==> src/rtl/nearest_of_four_palette_match_unit_macros.svh <==
// ----------------------------------------------------------------------------
// nearest-of-four palette match assertion macros
// concurrent check wrappers, compiled out when NO_ASSERTIONS is set
// ----------------------------------------------------------------------------
`ifndef NEAREST_OF_FOUR_PALETTE_MATCH_UNIT_MACROS_SVH
`define NEAREST_OF_FOUR_PALETTE_MATCH_UNIT_MACROS_SVH

`ifndef NO_ASSERTIONS

// check gated off while reset is held
`define NOFPM_ASSERT(lbl, clk, rstn, prop, msg) \
    lbl: assert property (@(posedge clk) disable iff (!rstn) prop) else $error(msg);

// check that also runs through reset
`define NOFPM_ASSERT_ALWAYS(lbl, clk, prop, msg) \
    lbl: assert property (@(posedge clk) prop) else $error(msg);

`else

`define NOFPM_ASSERT(lbl, clk, rstn, prop, msg)
`define NOFPM_ASSERT_ALWAYS(lbl, clk, prop, msg)

`endif

`endif

==> src/rtl/nofpm_pkg.sv <==
// ----------------------------------------------------------------------------
// nofpm_pkg
// shared widths, types and slot codes of the palette match unit
// ----------------------------------------------------------------------------
`default_nettype none

package nofpm_pkg;

    localparam int RGB_W     = 24;
    localparam int CHAN_W    = 8;
    localparam int SQ_W      = 2 * CHAN_W;
    localparam int DIST_W    = SQ_W + 2;   // three squares summed
    localparam int SLOT_W    = 2;
    localparam int NUM_SLOTS = 4;

    typedef logic [RGB_W-1:0]  t_rgb;
    typedef logic [CHAN_W-1:0] t_chan;
    typedef logic [SQ_W-1:0]   t_sq;
    typedef logic [DIST_W-1:0] t_dist;
    typedef logic [SLOT_W-1:0] t_slot;

    localparam t_slot SLOT_CELL_A = 2'd0;
    localparam t_slot SLOT_CELL_B = 2'd1;
    localparam t_slot SLOT_LINE_A = 2'd2;
    localparam t_slot SLOT_LINE_B = 2'd3;

    localparam t_rgb NONE_COLOR = '0;

endpackage

`default_nettype wire

==> src/rtl/nofpm_ifs.sv <==
// ----------------------------------------------------------------------------
// nofpm channel interfaces
// pixel item channel and result item channel, valid/ready handshake
// ----------------------------------------------------------------------------
`default_nettype none

interface nofpm_pix_if;
    import nofpm_pkg::*;

    logic valid;
    logic ready;
    t_rgb pixel_color;
    t_rgb cell_color_a;
    logic cell_a_valid;
    t_rgb cell_color_b;
    logic cell_b_valid;
    t_rgb line_color_a;
    logic line_a_valid;
    t_rgb line_color_b;
    logic line_b_valid;

    modport source (
        output valid, pixel_color, cell_color_a, cell_a_valid, cell_color_b,
               cell_b_valid, line_color_a, line_a_valid, line_color_b, line_b_valid,
        input  ready
    );

    modport sink (
        input  valid, pixel_color, cell_color_a, cell_a_valid, cell_color_b,
               cell_b_valid, line_color_a, line_a_valid, line_color_b, line_b_valid,
        output ready
    );
endinterface

interface nofpm_res_if;
    import nofpm_pkg::*;

    logic  valid;
    logic  ready;
    t_rgb  mapped_color;
    t_slot chosen_slot;
    logic  exact_hit;
    logic  none_valid;
    logic  changed;

    modport source (
        output valid, mapped_color, chosen_slot, exact_hit, none_valid, changed,
        input  ready
    );

    modport sink (
        input  valid, mapped_color, chosen_slot, exact_hit, none_valid, changed,
        output ready
    );
endinterface

`default_nettype wire

==> src/rtl/nofpm_dist.sv <==
// ----------------------------------------------------------------------------
// nofpm_dist
// squared rgb distance and exact compare of one candidate against the pixel
// ----------------------------------------------------------------------------
`default_nettype none

module nofpm_dist (
    input  nofpm_pkg::t_rgb  i_pixel,
    input  nofpm_pkg::t_rgb  i_cand,
    output nofpm_pkg::t_dist o_dist,
    output logic             o_equal
);
    import nofpm_pkg::*;

    t_chan w_diff [3];
    t_sq   w_sq   [3];

    always_comb begin
        for (int c = 0; c < 3; c++) begin
            if (i_pixel[c*CHAN_W +: CHAN_W] > i_cand[c*CHAN_W +: CHAN_W]) begin
                w_diff[c] = i_pixel[c*CHAN_W +: CHAN_W] - i_cand[c*CHAN_W +: CHAN_W];
            end else begin
                w_diff[c] = i_cand[c*CHAN_W +: CHAN_W] - i_pixel[c*CHAN_W +: CHAN_W];
            end
            w_sq[c] = SQ_W'(w_diff[c]) * SQ_W'(w_diff[c]);
        end
    end

    // max sum 3*255*255 fits the distance width
    assign o_dist  = DIST_W'(w_sq[0]) + DIST_W'(w_sq[1]) + DIST_W'(w_sq[2]);
    assign o_equal = (i_pixel == i_cand);

endmodule

`default_nettype wire

==> src/rtl/nearest_of_four_palette_match_unit.sv <==
// ----------------------------------------------------------------------------
// nearest_of_four_palette_match_unit
// maps one rgb888 pixel onto the nearest of four candidate palette colors
// ----------------------------------------------------------------------------
// usage
//   i_pix carries one item per pixel: the pixel color and four candidate
//   colors (cell a, cell b, line a, line b), each with its own valid bit
//   o_res returns one item per pixel: mapped color, chosen slot and the
//   exact hit, none valid and changed flags, in input order
//   an exact match wins in slot order, else the least squared rgb distance
//   among valid candidates, ties to the lower slot; no valid candidate
//   gives color 0, slot 0 and none_valid set
//   an accepted item goes into the input register, and its result then
//   into the result register, which drives o_res
//   throughput: one item per cycle while o_res does not stall, set by the
//   single registered pass of twelve 8x8 squarers and a two-level compare tree
//   reset clears both stage valid bits; no result is shown afterwards
//   when o_res stalls, the result and a full input stage hold; i_pix.ready
//   drops only once both stages are full and the receiver still stalls
// ----------------------------------------------------------------------------
`default_nettype none

`include "nearest_of_four_palette_match_unit_macros.svh"

module nearest_of_four_palette_match_unit (
    input  logic        i_clk,
    input  logic        i_rst_n,
    nofpm_pix_if.sink   i_pix,
    nofpm_res_if.source o_res
);
    import nofpm_pkg::*;

    // input stage item
    typedef struct packed {
        t_rgb                  pixel;
        t_rgb [NUM_SLOTS-1:0]  cand;
        logic [NUM_SLOTS-1:0]  ok;
    } t_stg_item;

    // result item
    typedef struct packed {
        t_rgb  color;
        t_slot slot;
        logic  exact;
        logic  none;
        logic  changed;
    } t_res_item;

    logic      r_stg_valid, n_stg_valid;
    t_stg_item r_stg;
    logic      r_res_valid, n_res_valid;
    t_res_item r_res, n_res;

    logic w_adv_res;   // result register takes a new value
    logic w_adv_stg;   // input register takes a new value

    // handshake: each stage moves when the stage after it has room
    assign w_adv_res   = !r_res_valid || o_res.ready;
    assign w_adv_stg   = !r_stg_valid || w_adv_res;
    assign i_pix.ready = w_adv_stg;

    always_comb begin
        n_stg_valid = r_stg_valid;
        n_res_valid = r_res_valid;
        if (w_adv_stg) begin
            n_stg_valid = i_pix.valid;
        end
        if (w_adv_res) begin
            n_res_valid = r_stg_valid;
        end
    end

    always_ff @(posedge i_clk) begin
        if (!i_rst_n) begin
            r_stg_valid <= 1'b0;
            r_res_valid <= 1'b0;
        end else begin
            r_stg_valid <= n_stg_valid;
            r_res_valid <= n_res_valid;
        end
    end

    // payload registers, no reset needed
    always_ff @(posedge i_clk) begin
        if (w_adv_stg) begin
            r_stg.pixel   <= i_pix.pixel_color;
            r_stg.cand[0] <= i_pix.cell_color_a;
            r_stg.cand[1] <= i_pix.cell_color_b;
            r_stg.cand[2] <= i_pix.line_color_a;
            r_stg.cand[3] <= i_pix.line_color_b;
            r_stg.ok      <= {i_pix.line_b_valid, i_pix.line_a_valid,
                              i_pix.cell_b_valid, i_pix.cell_a_valid};
        end
        if (w_adv_res) begin
            r_res <= n_res;
        end
    end

    // per-candidate distance and exact compare
    t_dist                w_dist [NUM_SLOTS];
    logic [NUM_SLOTS-1:0] w_equal;

    for (genvar g = 0; g < NUM_SLOTS; g++) begin : g_dist
        nofpm_dist u_dist (
            .i_pixel (r_stg.pixel),
            .i_cand  (r_stg.cand[g]),
            .o_dist  (w_dist[g]),
            .o_equal (w_equal[g])
        );
    end

    // compare tree: the upper entry wins only if valid and the lower is invalid or
    // strictly farther, so ties and exact matches resolve to the lowest slot
    logic  w_pick_b, w_pick_d, w_pick_hi;
    logic  w_ok_lo, w_ok_hi;
    t_dist w_dist_lo, w_dist_hi;
    t_slot w_slot_lo, w_slot_hi, w_slot_win;
    logic  w_exact;

    always_comb begin
        w_pick_b  = r_stg.ok[1] && (!r_stg.ok[0] || (w_dist[1] < w_dist[0]));
        w_pick_d  = r_stg.ok[3] && (!r_stg.ok[2] || (w_dist[3] < w_dist[2]));
        w_ok_lo   = r_stg.ok[0] || r_stg.ok[1];
        w_ok_hi   = r_stg.ok[2] || r_stg.ok[3];
        w_dist_lo = w_pick_b ? w_dist[1] : w_dist[0];
        w_dist_hi = w_pick_d ? w_dist[3] : w_dist[2];
        w_slot_lo = w_pick_b ? SLOT_CELL_B : SLOT_CELL_A;
        w_slot_hi = w_pick_d ? SLOT_LINE_B : SLOT_LINE_A;
        w_pick_hi = w_ok_hi && (!w_ok_lo || (w_dist_hi < w_dist_lo));
        w_slot_win = w_pick_hi ? w_slot_hi : w_slot_lo;
        w_exact   = |(w_equal & r_stg.ok);

        n_res.exact = w_exact;
        n_res.none  = !(w_ok_lo || w_ok_hi);
        if (n_res.none) begin
            n_res.slot  = SLOT_CELL_A;
            n_res.color = NONE_COLOR;
        end else begin
            n_res.slot  = w_slot_win;
            n_res.color = r_stg.cand[w_slot_win];
        end
        n_res.changed = (n_res.color != r_stg.pixel);
    end

    assign o_res.valid        = r_res_valid;
    assign o_res.mapped_color = r_res.color;
    assign o_res.chosen_slot  = r_res.slot;
    assign o_res.exact_hit    = r_res.exact;
    assign o_res.none_valid   = r_res.none;
    assign o_res.changed      = r_res.changed;

    // checks
    `NOFPM_ASSERT_ALWAYS(a_reset_clears, i_clk,
        !i_rst_n |=> (!r_stg_valid && !r_res_valid), "stage valid left set after reset")
    `NOFPM_ASSERT(a_accept_fills, i_clk, i_rst_n,
        (i_pix.valid && i_pix.ready) |=> r_stg_valid, "accepted item missing in input stage")
    `NOFPM_ASSERT(a_stage_moves, i_clk, i_rst_n,
        (r_stg_valid && w_adv_res) |=> r_res_valid, "input stage item not moved to result")
    `NOFPM_ASSERT(a_exact_result, i_clk, i_rst_n,
        (r_stg_valid && w_adv_res && w_exact) |=>
        (o_res.exact_hit && !o_res.changed && !o_res.none_valid),
        "exact match gave a changed result")

endmodule

`default_nettype wire
==> src/flat_wrapper.sv <==
// flat-port wrapper written by rule: the top's interface ports become plain ports
module nearest_of_four_palette_match_unit_flat import nofpm_pkg::*;
  (i_clk, i_rst_n, i_pix_valid, i_pix_pixel_color, i_pix_cell_color_a, i_pix_cell_a_valid, i_pix_cell_color_b, i_pix_cell_b_valid, i_pix_line_color_a, i_pix_line_a_valid, i_pix_line_color_b, i_pix_line_b_valid, i_pix_ready, o_res_valid, o_res_mapped_color, o_res_chosen_slot, o_res_exact_hit, o_res_none_valid, o_res_changed, o_res_ready);
  nofpm_pix_if i_pix_i ();
  nofpm_res_if o_res_i ();
  input  logic i_clk;
  input  logic i_rst_n;
  input wire logic [$bits(i_pix_i.valid)-1:0] i_pix_valid;
  input wire logic [$bits(i_pix_i.pixel_color)-1:0] i_pix_pixel_color;
  input wire logic [$bits(i_pix_i.cell_color_a)-1:0] i_pix_cell_color_a;
  input wire logic [$bits(i_pix_i.cell_a_valid)-1:0] i_pix_cell_a_valid;
  input wire logic [$bits(i_pix_i.cell_color_b)-1:0] i_pix_cell_color_b;
  input wire logic [$bits(i_pix_i.cell_b_valid)-1:0] i_pix_cell_b_valid;
  input wire logic [$bits(i_pix_i.line_color_a)-1:0] i_pix_line_color_a;
  input wire logic [$bits(i_pix_i.line_a_valid)-1:0] i_pix_line_a_valid;
  input wire logic [$bits(i_pix_i.line_color_b)-1:0] i_pix_line_color_b;
  input wire logic [$bits(i_pix_i.line_b_valid)-1:0] i_pix_line_b_valid;
  output wire logic [$bits(i_pix_i.ready)-1:0] i_pix_ready;
  output wire logic [$bits(o_res_i.valid)-1:0] o_res_valid;
  output wire logic [$bits(o_res_i.mapped_color)-1:0] o_res_mapped_color;
  output wire logic [$bits(o_res_i.chosen_slot)-1:0] o_res_chosen_slot;
  output wire logic [$bits(o_res_i.exact_hit)-1:0] o_res_exact_hit;
  output wire logic [$bits(o_res_i.none_valid)-1:0] o_res_none_valid;
  output wire logic [$bits(o_res_i.changed)-1:0] o_res_changed;
  input wire logic [$bits(o_res_i.ready)-1:0] o_res_ready;
  assign i_pix_i.valid = i_pix_valid;
  assign i_pix_i.pixel_color = i_pix_pixel_color;
  assign i_pix_i.cell_color_a = i_pix_cell_color_a;
  assign i_pix_i.cell_a_valid = i_pix_cell_a_valid;
  assign i_pix_i.cell_color_b = i_pix_cell_color_b;
  assign i_pix_i.cell_b_valid = i_pix_cell_b_valid;
  assign i_pix_i.line_color_a = i_pix_line_color_a;
  assign i_pix_i.line_a_valid = i_pix_line_a_valid;
  assign i_pix_i.line_color_b = i_pix_line_color_b;
  assign i_pix_i.line_b_valid = i_pix_line_b_valid;
  assign i_pix_ready = i_pix_i.ready;
  assign o_res_valid = o_res_i.valid;
  assign o_res_mapped_color = o_res_i.mapped_color;
  assign o_res_chosen_slot = o_res_i.chosen_slot;
  assign o_res_exact_hit = o_res_i.exact_hit;
  assign o_res_none_valid = o_res_i.none_valid;
  assign o_res_changed = o_res_i.changed;
  assign o_res_i.ready = o_res_ready;
  nearest_of_four_palette_match_unit u_core (.i_clk(i_clk), .i_rst_n(i_rst_n), .i_pix(i_pix_i), .o_res(o_res_i));
endmodule
==> config.mk <==
export PLATFORM = sky130hd
export DESIGN_NAME = nearest_of_four_palette_match_unit_flat
export DESIGN_NICKNAME = d
export VERILOG_FILES = /design/src/rtl/nofpm_pkg.sv /design/src/rtl/nofpm_ifs.sv /design/src/rtl/nofpm_dist.sv /design/src/rtl/nearest_of_four_palette_match_unit.sv /design/src/flat_wrapper.sv
export VERILOG_INCLUDE_DIRS = /design/src /design/src/rtl
export SDC_FILE = /design/constraint.sdc
export NUM_CORES = 2
export LEC_CHECK = 0
export ABC_AREA = 1
export BUFFER_PORTS_ARGS = -buffer_cell sky130_fd_sc_hd__buf_2
export CAP_MARGIN = 40
export CORE_ASPECT_RATIO = 0.75
export CORE_UTILIZATION = 45
export CTS_BUF_LIST = sky130_fd_sc_hd__clkbuf_4
export DETAILED_ROUTE_END_ITERATION = 16
export PLACE_DENSITY = 0.57
export SETUP_SLACK_MARGIN = 0.2
export SYNTH_ARGS = -nofsm -noshare
export SYNTH_HDL_FRONTEND = slang
export SYNTH_HIERARCHICAL = 1
export SYNTH_SLANG_ARGS = --single-unit
==> constraint.sdc <==
create_clock -name i_clk -period 26.5 [get_ports i_clk]
set_input_delay 1.325 -clock i_clk [delete_from_list [all_inputs] [get_ports i_clk]]
set_output_delay 1.325 -clock i_clk [all_outputs]
set_load 0.005 [all_outputs]
# After elaboration in Yosys (flattened, before gate mapping)
# Index checks and enable logic that the tools add are counted.
[totals] in_bits=128 regBits=155 out_inout_bits=31
[op_classes] muxes=20 bitwise=1 order_cmp=16 n_reduce_logical=18 eq_ne=5 addsub=32 multipliers=12
[ops] cell="$mul A8 B8 Y16" n=12
[ops] cell="$sub A8 B8 Y8" n=24
[ops] cell="$eq A24 B24 Y1" n=4
[ops] cell="$gt A8 B8 Y1" n=12
[ops] cell="$mux W8" n=12
[ops] cell="$add A17 B16 Y18" n=4
[ops] cell="$add A16 B16 Y17" n=4
[ops] cell="$lt A18 B18 Y1" n=3
[ops] cell="$bmux W24 S2" n=1
[ops] cell="$mux W18" n=2
[ops] cell="$mux W26" n=1
[ops] cell="$mux W24" n=1
[ops] cell="$ne A24 B24 Y1" n=1
[ops] cell="$logic_or A1 B1 Y1" n=8
[ops] cell="$logic_not A1 Y1" n=6
[ops] cell="$and A4 B4 Y4" n=1
[ops] cell="$reduce_or A4 Y1" n=1
[ops] cell="$logic_and A1 B1 Y1" n=3
[ops] cell="$lt A2 B3 Y1 const B" n=1
[ops] cell="$mux W1" n=2
[ops] cell="$mux W2" n=1

# Longest topological paths before layout
[logic_depth] ltp_word=17 mapped_depth=75

# Cells and area by module
# Netlist, hierarchy kept.
[modules_own_cells] module="nearest_of_four_palette_match_unit" cells_each=839 seq_area_each_um2=4634.4 n_inst=1 area_each_um2=8092.8
[modules_own_cells] module="nofpm_dist (u_core.g_dist[2].u_dist)" cells_each=1076 seq_area_each_um2=0.0 n_inst=1 area_each_um2=8052.7
[modules_own_cells] module="nofpm_dist (u_core.g_dist[0].u_dist)" cells_each=1088 seq_area_each_um2=0.0 n_inst=1 area_each_um2=8051.5
[modules_own_cells] module="nofpm_dist (u_core.g_dist[3].u_dist)" cells_each=1080 seq_area_each_um2=0.0 n_inst=1 area_each_um2=8029.0
[modules_own_cells] module="nofpm_dist (u_core.g_dist[1].u_dist)" cells_each=1076 seq_area_each_um2=0.0 n_inst=1 area_each_um2=8018.9

# Least setup slack after synthesis
# Ideal clock, no wire load.
[synth_path] path_kind="reg2reg" startpoint="reg u_core/r_stg[100] in the netlist's numbering" endpoint="reg u_core.r_res (netlist bit u_core/o_res.changed), data pin" t_arrival_ps=10272 path_slack_ps=15969 path_stages_with_launch=72 period_less_slack_ps=10531 n_path_buf=3 cell_sequence="edfxtp_1 > inv_1 > ha_1 > inv_1 > fa_1 > inv_1 > o21ai_2 > nand2_1 > nand2_1 > nand2_4 > inv_4 > nand2_2 > nand2_2 > nor2_2 > inv_2 > fa_1 > inv_1 > fa_1 > (+36 left out) > o21a_1 > nand2_1 > nand2_2 > nand2_4 > nand2_4 > nand2_2 > buf_6 > buf_6 > nand2_1 > nand3_1 > nand2_1 > nand2_1 > nand2_1 > nand2_1 > nor2_1 > nand2_1 > nor2_1 > nand3_1"
[synth_lines] item="start: declaration" line="nearest_of_four_palette_match_unit.sv:50" source="t_stg_item r_stg;"
[synth_lines] item="end signal: assignment" line="nearest_of_four_palette_match_unit.sv:95" source="r_res <= n_res;"
[synth_lines] item="end: declaration" line="nearest_of_four_palette_match_unit.sv:52" source="t_res_item r_res, n_res;"

==> flow_summary.yaml <==
global_routing:
  grt_max_degree: 61
  grt_remaining_overflow: 0
  antenna_found_initial: 10
  grt_pass1_wl_um: 189000
  grt.total_usage: 0.277
  grt_pass1_vias: 31703
finish:
  fin_nets: 6512
  num-fill-cells: 8894
  regArea_um2: 4630
  design_area_um2: 42600
  synthToLayoutAreaGrowth_pct: 5.77
  final_cell_mix: "inv_1 (1,308), nand2_1 (1,036), fa_1 (553)"
  final_common_cell: "inv_1"
  final_layout_size_suffix_gt1_frac: 0.0902
  multi_input_area_um2: 30100
clock_network:
  htree_levels: 4
  cts_hold_buffers: 0
  clockBufferDepth: 2
  cts_resized: 0
  clock_latency_ns: 0.72
  post_cts_buffers: 0
  cts-root-buf: "clkbuf_4"
  cts_sinks: 155
  path_clk_slew_ns: 0.16
  cts_tree: "yes"
  numCtsBuffers: 17
route:
  drtIter0Drc: 2734
  drt-vias-per-instance: 5.03
  routed_wl_um: 123000
  vias: 32429
  drc_errors: 0
  routedWlPerCell_um: 19.0
  ant_nets: 0
  firstDrtPassIters: 6
setup_path:
  cp-start-kind: "register"
  slowest_delay_ns: 0.76
  crit_buf_inv: 10
  critPathMaxFanout: 51
  path_common_cell: "nand2_1"
  cp-end-kind: "register"
  arrival_ns: 14.38
  path_delay_family: "adder cells"
  r2r_start: "u_core/r_stg[116]"
  startpoint: "u_core/r_stg[116]"
  path_class: "register to register"
  crit_path_top_delay_cell: "edfxtp_1"
  required_ns: 26.95
timing:
  tns_ns: 0
  worst_pin_slew_ns: 0.924
  maxSlewViolCount: 0
  rsz0062_at_grt: "no"
  finalHoldViolCount: 0
  period_minus_slack_ns: 13.93
  finClkSkew_ns: 0.0609
  fmax_mhz: 71.8
  setup_violations: 0
  finalCritPeriodShare: 0.526
  max_slew_margin: 0.384
synthesis:
  synth_top_cell_area_share: 0.275
  synth_top_cell_by_area: "fa_1"
  synth_area_um2: 40200
  ys_ff_latch: 155
  yosysSeqAreaShare: 0.115
  yosys-top-cells-area: "fa_1 (28%), ha_1 (17%), inv_1 (12%), edfxtp_1 (11%), nand2_1 (9.7%)"
  ys.flop_type: "edfxtp_1"
  yosys_warnings: 6
  ys_types: 48
  post_synth.cell_area_avg_um2: 7.80
  synth_edf_count: 153
  postSynth.asyncResetShare: 0
  netlist_instances: 5159
  synth_fp_nets: 6387
worst_hold_path:
  min_path_type: "register to register"
  hp-start: "u_core/r_stg_valid"
job:
  cap_violations: 0
floorplan:
  row_count: 94
  core_area_um2: 88100
  die_w_um: 347
  initial_utilization: 0.457
  die_h_um: 261
  boundaryPins: 159
  die_area_um2: 90600
run_status:
  status: "complete, no violations"
place:
  io_buffers: 158
  routabilityCongestion: 0.959
  hpwlAfterDp_um: 107000
  postPlaceCellArea_um2: 42300
layout make-up:
type,count,area share
clock inverter,15,0.00403
multi-input combinational,3578,0.707
clock buffer,17,0.00300
tap,1152,0.0339
antenna,3,0.000176
inverter,1363,0.121
sequential,155,0.109
timing repair buffer,169,0.0220
cell usage after synthesis, types with 2 or more instances:
cell	count
a211oi_1	5
a21boi_2	3
a21o_1	26
a21oi_1	179
a21oi_2	7
a31oi_1	8
buf_2	15
buf_4	23
buf_6	5
clkbuf_1	18
clkinv_1	2
dfxtp_1	2
edfxtp_1	153
fa_1	553
ha_1	547
inv_1	1308
inv_2	43
inv_4	9
nand2_1	1037
nand2_2	80
nand2_4	43
nand3_1	189
nand3_2	9
nand3_4	4
nand3b_1	43
nand4_1	34
nand4_2	4
nor2_1	418
nor2_2	38
nor2_4	10
nor3_1	11
o211ai_1	4
o21a_1	25
o21ai_0	101
o21ai_1	20
o21ai_2	11
o21ai_4	2
o21bai_1	33
or2_2	10
xnor2_1	54
xor2_1	66
metrics by stage:
stage               cells  setup slack [ns]  hold slack (ns)   util
global placement     6412             12.93            0.480  0.479
finish               6452             12.57            0.511  0.483
global route         6452             11.59            0.546  0.483
detailed placement   6417             12.83            0.494  0.480
floorplan            5159             15.97            0.427      -
CTS                  6449             12.79            0.502  0.483
routing by layer:
metal / GRT usage / vias to the layer above / wire, µm
li1: - / 15806 / -
met1: 0.445 / 15451 / 63600
met2: 0.369 / 1084 / 45600
met3: 0.0674 / 82 / 11500
met4: 0.0478 / 6 / 1880
met5: 0.00867 / - / 132
cells by family (layout without fill, tap and decap cells):
kind of cell / after synthesis / after routing / synth area share
AO/OA/AOI/OAI: 425 / 425 / 0.0619
XOR/XNOR: 120 / 120 / 0.0261
adder cells (fa/ha/maj): 1100 / 1100 / 0.445
buffers and inverters: 1426 / 1564 / 0.137
flip-flops: 155 / 155 / 0.115
other: 0 / 3 / 0
AND/OR/NAND/NOR: 1933 / 1933 / 0.214
worst register-to-register path, delay by kind of cell, from the launching register on:
kind / cells / cell delay, ns
buffers and inverters: 10 / 1.39
DFF: 1 / 0.76
and+or+nand+nor: 33 / 4.77
AOI/OAI and AO/OA: 9 / 1.57
adders and majority gates: 11 / 5.22
final timing paths:
kind	end	cells after the start	slack, ns
worst max-delay path	u_core/o_res.changed	63	12.57
worst min-delay path	u_core/o_res.valid	2	0.51
worst max register to register	u_core/o_res.changed	63	12.57
worst min register to register	u_core/o_res.valid	2	0.51
registers in the layout, summed over array words and instances (netlist names):
register	flops
u_core/o_res.changed	1
u_core/o_res.chosen_slot	2
u_core/o_res.exact_hit	1
u_core/o_res.mapped_color	24
u_core/o_res.none_valid	1
u_core/o_res.valid	1
u_core/r_stg	124
u_core/r_stg_valid	1
Power is left out: the tool's default activity adds up to more than one toggle a clock period on the data nets, which glitch-free logic cannot reach.
